### config.mk
export PLATFORM = sky130hd
export DESIGN_NAME = row_softmax_core_flat
export DESIGN_NICKNAME = d
export VERILOG_FILES = /design/src/rtl/core/rsm_pkg.sv /design/src/rtl/core/rsm_in_if.sv /design/src/rtl/core/rsm_out_if.sv /design/src/rtl/core/rsm_ctrl.sv /design/src/rtl/core/rsm_dp.sv /design/src/rtl/core/row_softmax_core.sv /design/src/flat_wrapper.sv
export SDC_FILE = /design/constraint.sdc
export NUM_CORES = 2
export LEC_CHECK = 0
export BUFFER_PORTS_ARGS = -buffer_cell sky130_fd_sc_hd__buf_2
export CORE_MARGIN = 4
export CORE_UTILIZATION = 50
export DETAILED_ROUTE_END_ITERATION = 10
export PLACE_DENSITY_LB_ADDON = 0.12
export SLEW_MARGIN = 10
export SYNTH_ARGS = -nofsm -noshare
export SYNTH_HDL_FRONTEND = slang
export SYNTH_HIERARCHICAL = 1
export SYNTH_SLANG_ARGS = --single-unit
### constraint.sdc
create_clock -name clk -period 20.5 [get_ports clk]
set_clock_uncertainty 0.05 [all_clocks]
set_input_delay 2.05 -clock clk [delete_from_list [all_inputs] [get_ports clk]]
set_output_delay 2.05 -clock clk [all_outputs]
set_load 0.02 [all_outputs]
### src/rtl/core/rsm_pkg.sv
// Package with the shared types, constants and exponent table of the row softmax core.
`timescale 1ns / 1ps
package rsm_pkg;

    localparam int ROW_MAX_DEF = 64;
    localparam int VAL_W       = 16;
    localparam int EXP_W       = 17;
    localparam int SUM_W       = 23;
    localparam int PROB_W      = 16;
    localparam int T_W         = 17;
    localparam int DIV_STEPS   = 17;
    localparam int DCNT_W      = 5;
    localparam logic [16:0] LOG2E_Q16 = 17'd94548;
    localparam logic [8:0]  SHIFT_LIMIT = 9'd17;

    typedef struct packed {
        logic load;
        logic e_rd;
        logic e_t;
        logic e_wr;
        logic d_rd;
        logic d_init;
        logic d_step;
        logic out_load;
        logic idx_inc;
        logic idx_clr;
        logic row_clr;
    } rsm_cmd_t;

    typedef struct packed {
        logic idx_last;
        logic div_done;
    } rsm_stat_t;

    // 2^(-i/16) in Q1.16 for i = 0..16.
    function automatic logic [EXP_W-1:0] pow2_tab(input logic [4:0] i);
        logic [EXP_W-1:0] r;
        case (i)
            5'd0:    r = 17'd65536;
            5'd1:    r = 17'd62757;
            5'd2:    r = 17'd60097;
            5'd3:    r = 17'd57549;
            5'd4:    r = 17'd55109;
            5'd5:    r = 17'd52773;
            5'd6:    r = 17'd50535;
            5'd7:    r = 17'd48393;
            5'd8:    r = 17'd46341;
            5'd9:    r = 17'd44376;
            5'd10:   r = 17'd42495;
            5'd11:   r = 17'd40693;
            5'd12:   r = 17'd38968;
            5'd13:   r = 17'd37316;
            5'd14:   r = 17'd35734;
            5'd15:   r = 17'd34219;
            default: r = 17'd32768;
        endcase
        return r;
    endfunction

endpackage

### src/rtl/core/rsm_in_if.sv
// Element channel interface: one row element per beat.
`timescale 1ns / 1ps
interface rsm_in_if;
    logic                               valid;
    logic                               ready;
    logic signed [rsm_pkg::VAL_W-1:0]   value;
    logic                               last;

    modport source (output valid, output value, output last, input ready);
    modport sink   (input valid, input value, input last, output ready);
endinterface

### src/rtl/core/rsm_out_if.sv
// Result channel interface: one probability per beat.
`timescale 1ns / 1ps
interface rsm_out_if;
    logic                           valid;
    logic                           ready;
    logic [rsm_pkg::PROB_W-1:0]     prob;
    logic                           last_res;
    logic                           overflow;

    modport source (output valid, output prob, output last_res, output overflow, input ready);
    modport sink   (input valid, input prob, input last_res, input overflow, output ready);
endinterface

### src/rtl/core/rsm_ctrl.sv
// Sequencer for loading, exponent pass, division pass and result delivery.
`timescale 1ns / 1ps
module rsm_ctrl (
    input  logic               clk,
    input  logic               rst_n,
    input  logic               in_valid,
    input  logic               in_last,
    output logic               in_ready,
    output logic               out_valid,
    input  logic               out_ready,
    input  rsm_pkg::rsm_stat_t stat,
    output rsm_pkg::rsm_cmd_t  cmd
);

    typedef enum logic [3:0] {
        S_LOAD, S_E_RD, S_E_T, S_E_M, S_D_RD, S_D_INIT, S_D_STEP, S_D_FIN, S_OUT
    } state_t;

    state_t state_reg, state_next;

    always_comb
    begin
        state_next = state_reg;
        cmd        = '0;
        unique case (state_reg)
            S_LOAD:
            begin
                if (in_valid)
                begin
                    cmd.load = 1'b1;
                    if (in_last)
                    begin
                        cmd.idx_clr = 1'b1;
                        state_next  = S_E_RD;
                    end
                end
            end
            S_E_RD:
            begin
                cmd.e_rd   = 1'b1;
                state_next = S_E_T;
            end
            S_E_T:
            begin
                cmd.e_t    = 1'b1;
                state_next = S_E_M;
            end
            S_E_M:
            begin
                cmd.e_wr = 1'b1;
                if (stat.idx_last)
                begin
                    cmd.idx_clr = 1'b1;
                    state_next  = S_D_RD;
                end
                else
                begin
                    cmd.idx_inc = 1'b1;
                    state_next  = S_E_RD;
                end
            end
            S_D_RD:
            begin
                cmd.d_rd   = 1'b1;
                state_next = S_D_INIT;
            end
            S_D_INIT:
            begin
                cmd.d_init = 1'b1;
                state_next = S_D_STEP;
            end
            S_D_STEP:
            begin
                cmd.d_step = 1'b1;
                if (stat.div_done)
                    state_next = S_D_FIN;
            end
            S_D_FIN:
            begin
                cmd.out_load = 1'b1;
                state_next   = S_OUT;
            end
            S_OUT:
            begin
                if (out_ready)
                begin
                    if (stat.idx_last)
                    begin
                        cmd.row_clr = 1'b1;
                        state_next  = S_LOAD;
                    end
                    else
                    begin
                        cmd.idx_inc = 1'b1;
                        state_next  = S_D_RD;
                    end
                end
            end
            default: state_next = S_LOAD;
        endcase
    end

    always_ff @(posedge clk or negedge rst_n)
    begin
        if (!rst_n)
            state_reg <= S_LOAD;
        else
            state_reg <= state_next;
    end

    assign in_ready  = (state_reg == S_LOAD);
    assign out_valid = (state_reg == S_OUT);

endmodule

### src/rtl/core/rsm_dp.sv
// Datapath: row and exponent stores, maximum, exponent unit, sum and serial divider.
`timescale 1ns / 1ps
module rsm_dp #(
    parameter int ROW_MAX = rsm_pkg::ROW_MAX_DEF
) (
    input  logic                              clk,
    input  logic                              rst_n,
    input  rsm_pkg::rsm_cmd_t                 cmd,
    output rsm_pkg::rsm_stat_t                stat,
    input  logic signed [rsm_pkg::VAL_W-1:0]  in_value,
    output logic [rsm_pkg::PROB_W-1:0]        prob,
    output logic                              last_res,
    output logic                              overflow
);

    localparam int CW = $clog2(ROW_MAX + 1);
    localparam int IW = $clog2(ROW_MAX);

    logic signed [rsm_pkg::VAL_W-1:0] row_mem [ROW_MAX];
    logic [rsm_pkg::EXP_W-1:0]        exp_mem [ROW_MAX];

    logic [CW-1:0]                    count_reg;
    logic signed [rsm_pkg::VAL_W-1:0] max_reg;
    logic                             ovf_reg;
    logic [rsm_pkg::SUM_W-1:0]        sum_reg;
    logic [IW-1:0]                    idx_reg;
    logic signed [rsm_pkg::VAL_W-1:0] row_rd_reg;
    logic [rsm_pkg::EXP_W-1:0]        exp_rd_reg;
    logic [rsm_pkg::T_W-1:0]          t_reg;
    logic [rsm_pkg::SUM_W-1:0]        rem_reg;
    logic [rsm_pkg::EXP_W-1:0]        q_reg;
    logic [rsm_pkg::DCNT_W-1:0]       dcnt_reg;
    logic [rsm_pkg::PROB_W-1:0]       prob_reg;
    logic                             last_res_reg;
    logic                             ovf_out_reg;

    logic                             room;
    logic [15:0]                      diff_d;
    logic [32:0]                      prod_t;
    logic [4:0]                       k5;
    logic [rsm_pkg::EXP_W-1:0]        tk, tk1, tdiff;
    logic [20:0]                      corr;
    logic [rsm_pkg::EXP_W-1:0]        mant, e_val;
    logic [33:0]                      num;
    logic [rsm_pkg::SUM_W:0]          trial;
    logic                             fits;

    assign room = (count_reg < CW'(ROW_MAX));
    assign stat.idx_last = (idx_reg == IW'(count_reg - CW'(1)));
    assign stat.div_done = (dcnt_reg == rsm_pkg::DCNT_W'(rsm_pkg::DIV_STEPS - 1));

    // Exponent: t = d * log2(e) rounded to Q9.8, then table plus linear step and shift.
    always_comb
    begin
        diff_d = 16'(max_reg - row_rd_reg);
        prod_t = 33'(diff_d) * 33'(rsm_pkg::LOG2E_Q16) + 33'd32768;
        k5     = {1'b0, t_reg[7:4]};
        tk     = rsm_pkg::pow2_tab(k5);
        tk1    = rsm_pkg::pow2_tab(k5 + 5'd1);
        tdiff  = tk - tk1;
        corr   = (21'(tdiff) * 21'(t_reg[3:0]) + 21'd8) >> 4;
        mant   = tk - corr[rsm_pkg::EXP_W-1:0];
        if (t_reg[16:8] >= rsm_pkg::SHIFT_LIMIT)
            e_val = '0;
        else
            e_val = mant >> t_reg[12:8];
        num   = {1'b0, exp_rd_reg, 16'd0} + 34'(sum_reg[rsm_pkg::SUM_W-1:1]);
        trial = {rem_reg, q_reg[rsm_pkg::EXP_W-1]};
        fits  = (trial >= {1'b0, sum_reg});
    end

    always_ff @(posedge clk)
    begin
        if (cmd.load && room)
            row_mem[count_reg[IW-1:0]] <= in_value;
        if (cmd.e_rd)
            row_rd_reg <= row_mem[idx_reg];
        if (cmd.e_wr)
            exp_mem[idx_reg] <= e_val;
        if (cmd.d_rd)
            exp_rd_reg <= exp_mem[idx_reg];
    end

    always_ff @(posedge clk)
    begin
        if (cmd.e_t)
            t_reg <= prod_t[32:16];
        if (cmd.d_init)
        begin
            rem_reg <= rsm_pkg::SUM_W'(num[33:17]);
            q_reg   <= num[16:0];
        end
        else if (cmd.d_step)
        begin
            if (fits)
            begin
                rem_reg <= rsm_pkg::SUM_W'(trial - {1'b0, sum_reg});
                q_reg   <= {q_reg[rsm_pkg::EXP_W-2:0], 1'b1};
            end
            else
            begin
                rem_reg <= trial[rsm_pkg::SUM_W-1:0];
                q_reg   <= {q_reg[rsm_pkg::EXP_W-2:0], 1'b0};
            end
        end
        if (cmd.out_load)
        begin
            // A zero sum cannot arise, but it yields zero rather than garbage.
            if (sum_reg == '0)
                prob_reg <= '0;
            else if (q_reg[rsm_pkg::EXP_W-1])
                prob_reg <= '1;
            else
                prob_reg <= q_reg[rsm_pkg::PROB_W-1:0];
            last_res_reg <= stat.idx_last;
            ovf_out_reg  <= ovf_reg;
        end
    end

    always_ff @(posedge clk or negedge rst_n)
    begin
        if (!rst_n)
        begin
            count_reg <= '0;
            max_reg   <= 16'sh8000;
            ovf_reg   <= 1'b0;
            sum_reg   <= '0;
            idx_reg   <= '0;
            dcnt_reg  <= '0;
        end
        else
        begin
            if (cmd.load)
            begin
                if (room)
                begin
                    count_reg <= count_reg + CW'(1);
                    if (in_value > max_reg)
                        max_reg <= in_value;
                end
                else
                    ovf_reg <= 1'b1;
                sum_reg <= '0;
            end
            if (cmd.e_wr)
                sum_reg <= sum_reg + rsm_pkg::SUM_W'(e_val);
            if (cmd.idx_clr)
                idx_reg <= '0;
            else if (cmd.idx_inc)
                idx_reg <= idx_reg + IW'(1);
            if (cmd.d_init)
                dcnt_reg <= '0;
            else if (cmd.d_step)
                dcnt_reg <= dcnt_reg + rsm_pkg::DCNT_W'(1);
            if (cmd.row_clr)
            begin
                count_reg <= '0;
                max_reg   <= 16'sh8000;
                ovf_reg   <= 1'b0;
                sum_reg   <= '0;
                idx_reg   <= '0;
            end
        end
    end

    assign prob     = prob_reg;
    assign last_res = last_res_reg;
    assign overflow = ovf_out_reg;

endmodule

### src/rtl/core/row_softmax_core.sv
// Top level of the row softmax core: controller and datapath.
`timescale 1ns / 1ps
// Row softmax over signed Q8.8 elements, one element per beat, with last on the
// final element. While loading, the row is stored and its maximum tracked. After
// the last element the exponent pass runs through the row store (read, exponent
// argument, exponent write per element), then each result is produced by an
// exponent store read, divider init, a 17-step serial divider and output load,
// followed by the wait for the sink. Elements beyond ROW_MAX are dropped and
// every result of that row carries overflow. No element is taken while a row
// is being emitted.
module row_softmax_core #(
    parameter int ROW_MAX = rsm_pkg::ROW_MAX_DEF
) (
    input  logic    clk,
    input  logic    rst_n,
    rsm_in_if.sink  elem,
    rsm_out_if.source result
);

    rsm_pkg::rsm_cmd_t  cmd;
    rsm_pkg::rsm_stat_t stat;

    rsm_ctrl u_ctrl (
        .clk       (clk),
        .rst_n     (rst_n),
        .in_valid  (elem.valid),
        .in_last   (elem.last),
        .in_ready  (elem.ready),
        .out_valid (result.valid),
        .out_ready (result.ready),
        .stat      (stat),
        .cmd       (cmd)
    );

    rsm_dp #(.ROW_MAX(ROW_MAX)) u_dp (
        .clk      (clk),
        .rst_n    (rst_n),
        .cmd      (cmd),
        .stat     (stat),
        .in_value (elem.value),
        .prob     (result.prob),
        .last_res (result.last_res),
        .overflow (result.overflow)
    );

`ifndef ASSERT_OFF
    a_no_overlap: assert property (@(posedge clk) disable iff (!rst_n)
        !(result.valid && elem.ready))
        else $error("element accepted while a result is pending");

    a_row_end_load: assert property (@(posedge clk) disable iff (!rst_n)
        (result.valid && result.ready && result.last_res) |=> elem.ready)
        else $error("core not ready for a new row after the final result");

    a_last_starts_pass: assert property (@(posedge clk) disable iff (!rst_n)
        (elem.valid && elem.ready && elem.last) |=> !elem.ready)
        else $error("core kept loading after the last element");
`endif

endmodule
### src/flat_wrapper.sv
// flat-port wrapper written by rule: the top's interface ports become plain ports
module row_softmax_core_flat 
#(
    parameter int ROW_MAX = rsm_pkg::ROW_MAX_DEF
)
  (clk, rst_n, elem_valid, elem_value, elem_last, elem_ready, result_valid, result_prob, result_last_res, result_overflow, result_ready);
  rsm_in_if elem_i ();
  rsm_out_if result_i ();
  input  logic clk;
  input  logic rst_n;
  input wire logic [$bits(elem_i.valid)-1:0] elem_valid;
  input wire logic [$bits(elem_i.value)-1:0] elem_value;
  input wire logic [$bits(elem_i.last)-1:0] elem_last;
  output wire logic [$bits(elem_i.ready)-1:0] elem_ready;
  output wire logic [$bits(result_i.valid)-1:0] result_valid;
  output wire logic [$bits(result_i.prob)-1:0] result_prob;
  output wire logic [$bits(result_i.last_res)-1:0] result_last_res;
  output wire logic [$bits(result_i.overflow)-1:0] result_overflow;
  input wire logic [$bits(result_i.ready)-1:0] result_ready;
  assign elem_i.valid = elem_valid;
  assign elem_i.value = elem_value;
  assign elem_i.last = elem_last;
  assign elem_ready = elem_i.ready;
  assign result_valid = result_i.valid;
  assign result_prob = result_i.prob;
  assign result_last_res = result_i.last_res;
  assign result_overflow = result_i.overflow;
  assign result_i.ready = result_ready;
  row_softmax_core #(.ROW_MAX(ROW_MAX)) u_core (.clk(clk), .rst_n(rst_n), .elem(elem_i), .result(result_i));
endmodule
Yosys cells after proc, flatten, opt, wreduce, memory -nomap -nowiden
Memories as Yosys holds them, arrays and structs flattened. A register that Yosys moved wholly into a read port is not among the register bits.
Index checks and enable logic that the tools add are counted.
W data, S select, Z words.

operators by class
  multiplexer cells = 57
  magnitude comparators = 4
  reductions and logical operators = 13
  eq/ne operators = 15
  shift operators = 1
  $mul = 2
  $add $sub $neg = 13

operators with widths
  cell                      count
  $mux W17                  6
  $mux W23                  4
  $mux W16                  5
  $pmux W4 S9               1
  $add A33 B22 Y34          1
  $sub A17 B17 Y17          2
  $add A33 B16 Y33 const B  1
  $mul A16 B15 Y31 const B  1
  $ge A24 B23 Y1            1
  $mux W1                   24
  $add A23 B17 Y23          1
  $logic_not A23 Y1         1
  $sub A23 B23 Y23          1
  $add A21 B4 Y21 const B   1
  $mul A17 B4 Y21           1
  $mux W7                   3
  $mux W4                   5
  $mux W6                   3
  $shr A17 B5 Y17           1
  $eq A4 B3 Y1 const B      4
  $gt A16 B16 Y1            1
  $sub A16 B16 Y16          1
  $mux W5                   2
  $ge A9 B5 Y1 const B      1
  22 further kinds          33

word-level totals
  register bits = 137
  word-level logic and storage cells = 123
  output and inout port bits = 20
  bits of input ports = 21
  memory bits (writable) = 2112
  bits in read-only memories = 544
  memories = 4

memory list
  name                 depth  bits a word  rd ports  clocked after memory_dff  write ports  line           source
  u_core.u_dp.exp_mem  64     17           1         1                         1            rsm_dp.sv:20   logic [rsm_pkg::EXP_W-1:0] exp_mem [ROW_MAX];
  u_core.u_dp.row_mem  64     16           1         1                         1            rsm_dp.sv:19   logic signed [rsm_pkg::VAL_W-1:0] row_mem [ROW_MAX];
  (name not given)     16     17           1         1                         0            rsm_pkg.sv:38  case (i)
  (name not given)     16     17           1         0                         0            rsm_pkg.sv:38

Longest topological paths before layout
An unclocked memory read counts as a cell.

  depth after elaboration = 12
  mapped depth = 58
  gate-level depth less buffers = 56

Modules after synthesis
Netlist, hierarchy kept.

modules (own cells, without submodules)
  module    instances  cells an instance  area each (µm²)
  rsm_dp    1          6275               96316.1
  rsm_ctrl  1          48                 341.6

Least setup slack after synthesis
OpenSTA, ideal clock, no wires.

  kind = register to register
  start = register u_core/u_dp/t_reg[4] (netlist name)
  end = register u_core/u_dp/sum_reg[22] (netlist name)
  path buffers = 2
  data required time = 20321 ps
  arrival = 13605 ps
  clock period less this slack = 13783 ps
  cell stages (with the launch flop) = 55
  library setup time = 129 ps
  setup slack = 6717 ps
  cells stage by stage = edfxtp_1 ha_1 ha_1 clkbuf_1 clkbuf_1 mux2i_1 o211a_1 ha_1 fa_1 nor2b_1 o21ai_0 a21boi_0 o21ai_0 a21boi_0 o21ai_0 nor2b_1 xnor2_1 and2_1 (+19 left out) nor3_1 xnor2_1 a21o_1 a2bb2oi_1 mux2_2 o31ai_1 ha_1 nor2b_1 o21ai_0 nand2b_1 a2111o_1 a31oi_1 o211ai_1 a31oi_1 o2111ai_1 nand4_1 nor4_1 nand3b_1

between the ends
  word-level cells in the longest chain between the ends = 12

ends and longest elaborated chain
  what                            line           source
  start, declared                 rsm_dp.sv:29   logic [rsm_pkg::T_W-1:0] t_reg;
  start signal, assigned          rsm_dp.sv:87   t_reg <= prod_t[32:16];
  $add A4 B1 Y5 *                 rsm_dp.sv:59   tk1 = rsm_pkg::pow2_tab(k5 + 5'd1);
  $mem_v2 Z16 W17                 --
  $mux W17 *                      rsm_pkg.sv:38
  $sub A17 B17 Y17 *              rsm_dp.sv:60   tdiff = tk - tk1;
  $mul A17 B4 Y21 *               rsm_dp.sv:61   corr = (21'(tdiff) * 21'(t_reg[3:0]) + 21'd8) >> 4;
  $add A21 B4 Y21 *               rsm_dp.sv:61
  $sub A17 B17 Y17 *              rsm_dp.sv:62   mant = tk - corr[rsm_pkg::EXP_W-1:0];
  $shr A17 B5 Y17 *               rsm_dp.sv:66   e_val = mant >> t_reg[12:8];
  $mux W17 *                      rsm_dp.sv:63   if (t_reg[16:8] >= rsm_pkg::SHIFT_LIMIT)
  via u_core.u_dp.e_val, one bit  rsm_dp.sv:43   logic [rsm_pkg::EXP_W-1:0] mant, e_val;
  $add A23 B17 Y23 *              rsm_dp.sv:146  sum_reg <= sum_reg + rsm_pkg::SUM_W'(e_val);
  $mux W23 *                      rsm_dp.sv:145  if (cmd.e_wr)
  $mux W23 *                      rsm_dp.sv:155  if (cmd.row_clr)
  end signal, assigned            rsm_dp.sv:146
  end, declared                   rsm_dp.sv:25   logic [rsm_pkg::SUM_W-1:0] sum_reg;

The timed path passes the listed nets; every way through them passes the cells marked *.
A chain may end at the register's enable or synchronous reset.

Final worst setup path
  start = register u_core/u_dp/t_reg[4] (netlist name)
  end = register u_core/u_dp/sum_reg[17] (netlist name)

Same word-level chain as after synthesis.

==> flow_summary.json <==
{
  "place.gp.congestion": 0.840,
  "clock_path_buffers": 3,
  "final_cells": 9169,
  "antenna_found_initial": 12,
  "ys_seq_elements": 2299,
  "nets": 6873,
  "netlist_area_um2": 96700,
  "yosys_warnings": 6,
  "die_y_um": 448,
  "ff_latch_area_um2": 68500,
  "endpoint_kind": "flop",
  "final_max_slew_viol_count": 0,
  "areaGrowthSynthToFinish_pct": 11.8,
  "dieWidth_um": 448,
  "status": "finished, final reports clean",
  "drive_gt1_share_pct": 11.4,
  "ys_seq_area_share_pct": 70.9,
  "drt_iter0_markers": 6880,
  "syn_avg_cell_area_um2": 15.3,
  "wl_per_cell_um": 29.8,
  "grt-ovfl-total": 0,
  "arrival_ns": 13.82,
  "worst_slew_pin_slew_ns": 1.30,
  "cts_resized": 0,
  "synthTopCellsByCount": "2214 x edfxtp_1, 692 x a22oi_1, 336 x nor2_1",
  "coreArea_um2": 192000,
  "viasPerCell": 6.39,
  "yosysTopAreaCellShare_pct": 68.8,
  "holdCritPathClass": "flop to flop",
  "async_flop_share_pct": 2.70,
  "fmax_ghz": 0.0761,
  "cts_setup_buffers": 0,
  "synth_edf_count": 2214,
  "synth_cell_types": 87,
  "path_buf_inv": 3,
  "rsz0062_at_grt": "no",
  "first_global_vias": 56359,
  "setup_viol": 0,
  "crit_fanout": 65,
  "num_rows": 161,
  "placedCellCount": 8752,
  "grt_pass1_wl_um": 397000,
  "routed_wl_um": 273000,
  "antenna_left": 0,
  "drv_cap": 0,
  "syn_nets": 6747,
  "die_area_um2": 200000,
  "dpl.hpwl_um": 160000,
  "largest_register": "u_core/u_dp/exp_mem",
  "numPortBuffers": 40,
  "netlist_top_cells_area": "edfxtp_1 69%, a22oi_1 5.4%, ha_1 3.9%, fa_1 2.2%, a221oi_1 1.7%",
  "hold_viol": 0,
  "ys.flop_type": "edfxtp_1",
  "routed-via-count": 58602,
  "tns_ns": 0,
  "multi_input_area_um2": 26300,
  "synth_area_leader_cell": "edfxtp_1",
  "r2r_start": "u_core/u_dp/t_reg[4]",
  "clk_pin_slew_ns": 0.06,
  "htreeDepth": 4,
  "yosysMostFrequentCell": "edfxtp_1",
  "clock_latency_ns": 0.87,
  "cp-start-kind": "flop",
  "worst_path_largest_cell_delay_ns": 0.74,
  "root_buffer": "clkbuf_16",
  "holdWs_ns": 0.452,
  "relSlewSlack_pct": 13.4,
  "crit_path_start": "u_core/u_dp/t_reg[4]",
  "path_class": "flop to flop",
  "fill_cells": 15046,
  "drcViolationCount": 0,
  "cp.required_ns": 21.17,
  "largest_register_ffs": 1088,
  "hold_start": "u_core/u_dp/rem_reg[17]",
  "cts_buffers": 221,
  "num_io_pins": 41,
  "firstDrtPassIters": 6,
  "grt.total_usage_pct": 27.1,
  "start_util_pct": 50.2,
  "clkSinkCount": 2299,
  "holdBufCountCts": 0,
  "cpMaxStageDelayCell": "ha_1",
  "grt_max_degree": 115,
  "period_share_pct": 64.1,
  "cts_tree": "done",
  "path_delay_family": "compound AO/OA/AOI/OAI gates",
  "post-route-min-period_ns": 13.15,
  "syn-instance-count": 6323
}
-- cells by family after synthesis --
group           after synthesis  synth area share, %
flops                      2299                 70.9
buf+inv                     610                 2.38
simple gates                997                 4.99
fa+ha+maj                   403                 6.03
xor+xnor                    158                 1.45
compound gates             1761                 13.2
mux                          95                 1.07
-- worst min-delay path: stages, from the launching register on --
cell      delay, ns
dfxtp_1        0.32
nand2_1        0.06
a311oi_1       0.08
-- final timing paths --
path | to | slack, ns | cells after the start
max | u_core/u_dp/sum_reg[17] | 7.35 | 51
min | u_core/u_dp/rem_reg[18] | 0.45 | 2
min reg2reg | u_core/u_dp/rem_reg[18] | 0.45 | 2
max in group asynchronous | u_core/u_dp/dcnt_reg[4] | 18.36 | 1
max reg2reg | u_core/u_dp/sum_reg[17] | 7.35 | 51
min in group asynchronous | u_core/u_dp/count_reg[5] | 1.26 | 1
-- per-layer routing --
metal	track usage, %	part of all wire, %
met5	0	0.0084
met4	7.15	2.5
met1	40.4	43
met3	4.49	9.1
met2	41.7	46
-- cell usage in the layout (no fill, tap or decap), types with 130 or more instances in the layout --
cell type / Yosys / layout
edfxtp_1: 2214 / 2214
a22oi_1: 692 / 692
ha_1: 298 / 298
inv_1: 262 / 262
nor2_1: 336 / 251
a21oi_1: 232 / 230
clkbuf_16: 0 / 222
buf_4: 2 / 201
nand2_1: 191 / 191
a221oi_1: 188 / 187
a22o_1: 186 / 186
a31oi_1: 165 / 165
nand4_1: 130 / 130
-- layout make-up --
| cell class | count | share of cell area (%) |
|---|---|---|
| clock buffer | 253 | 5.27 |
| tap | 2526 | 2.93 |
| clock inverter | 159 | 1.41 |
| antenna | 5 | 0.0116 |
| inverter | 265 | 0.921 |
| timing repair buffer | 248 | 1.73 |
| multi-input combinational | 3414 | 24.4 |
| sequential | 2299 | 63.4 |
-- per-stage QoR --
stage	setup WS, ns	utilization (%)	instance area, µm²
after floorplan	6.72	-	96700
after global placement	7.70	52.4	101000
after detailed placement	7.54	52.4	101000
after CTS	7.50	56.2	108000
after global routing	5.99	56.2	108000
final	7.35	56.2	108000
Power is left out: the tool's default activity adds up to more than one toggle a clock period on the data nets, which glitch-free logic cannot reach.
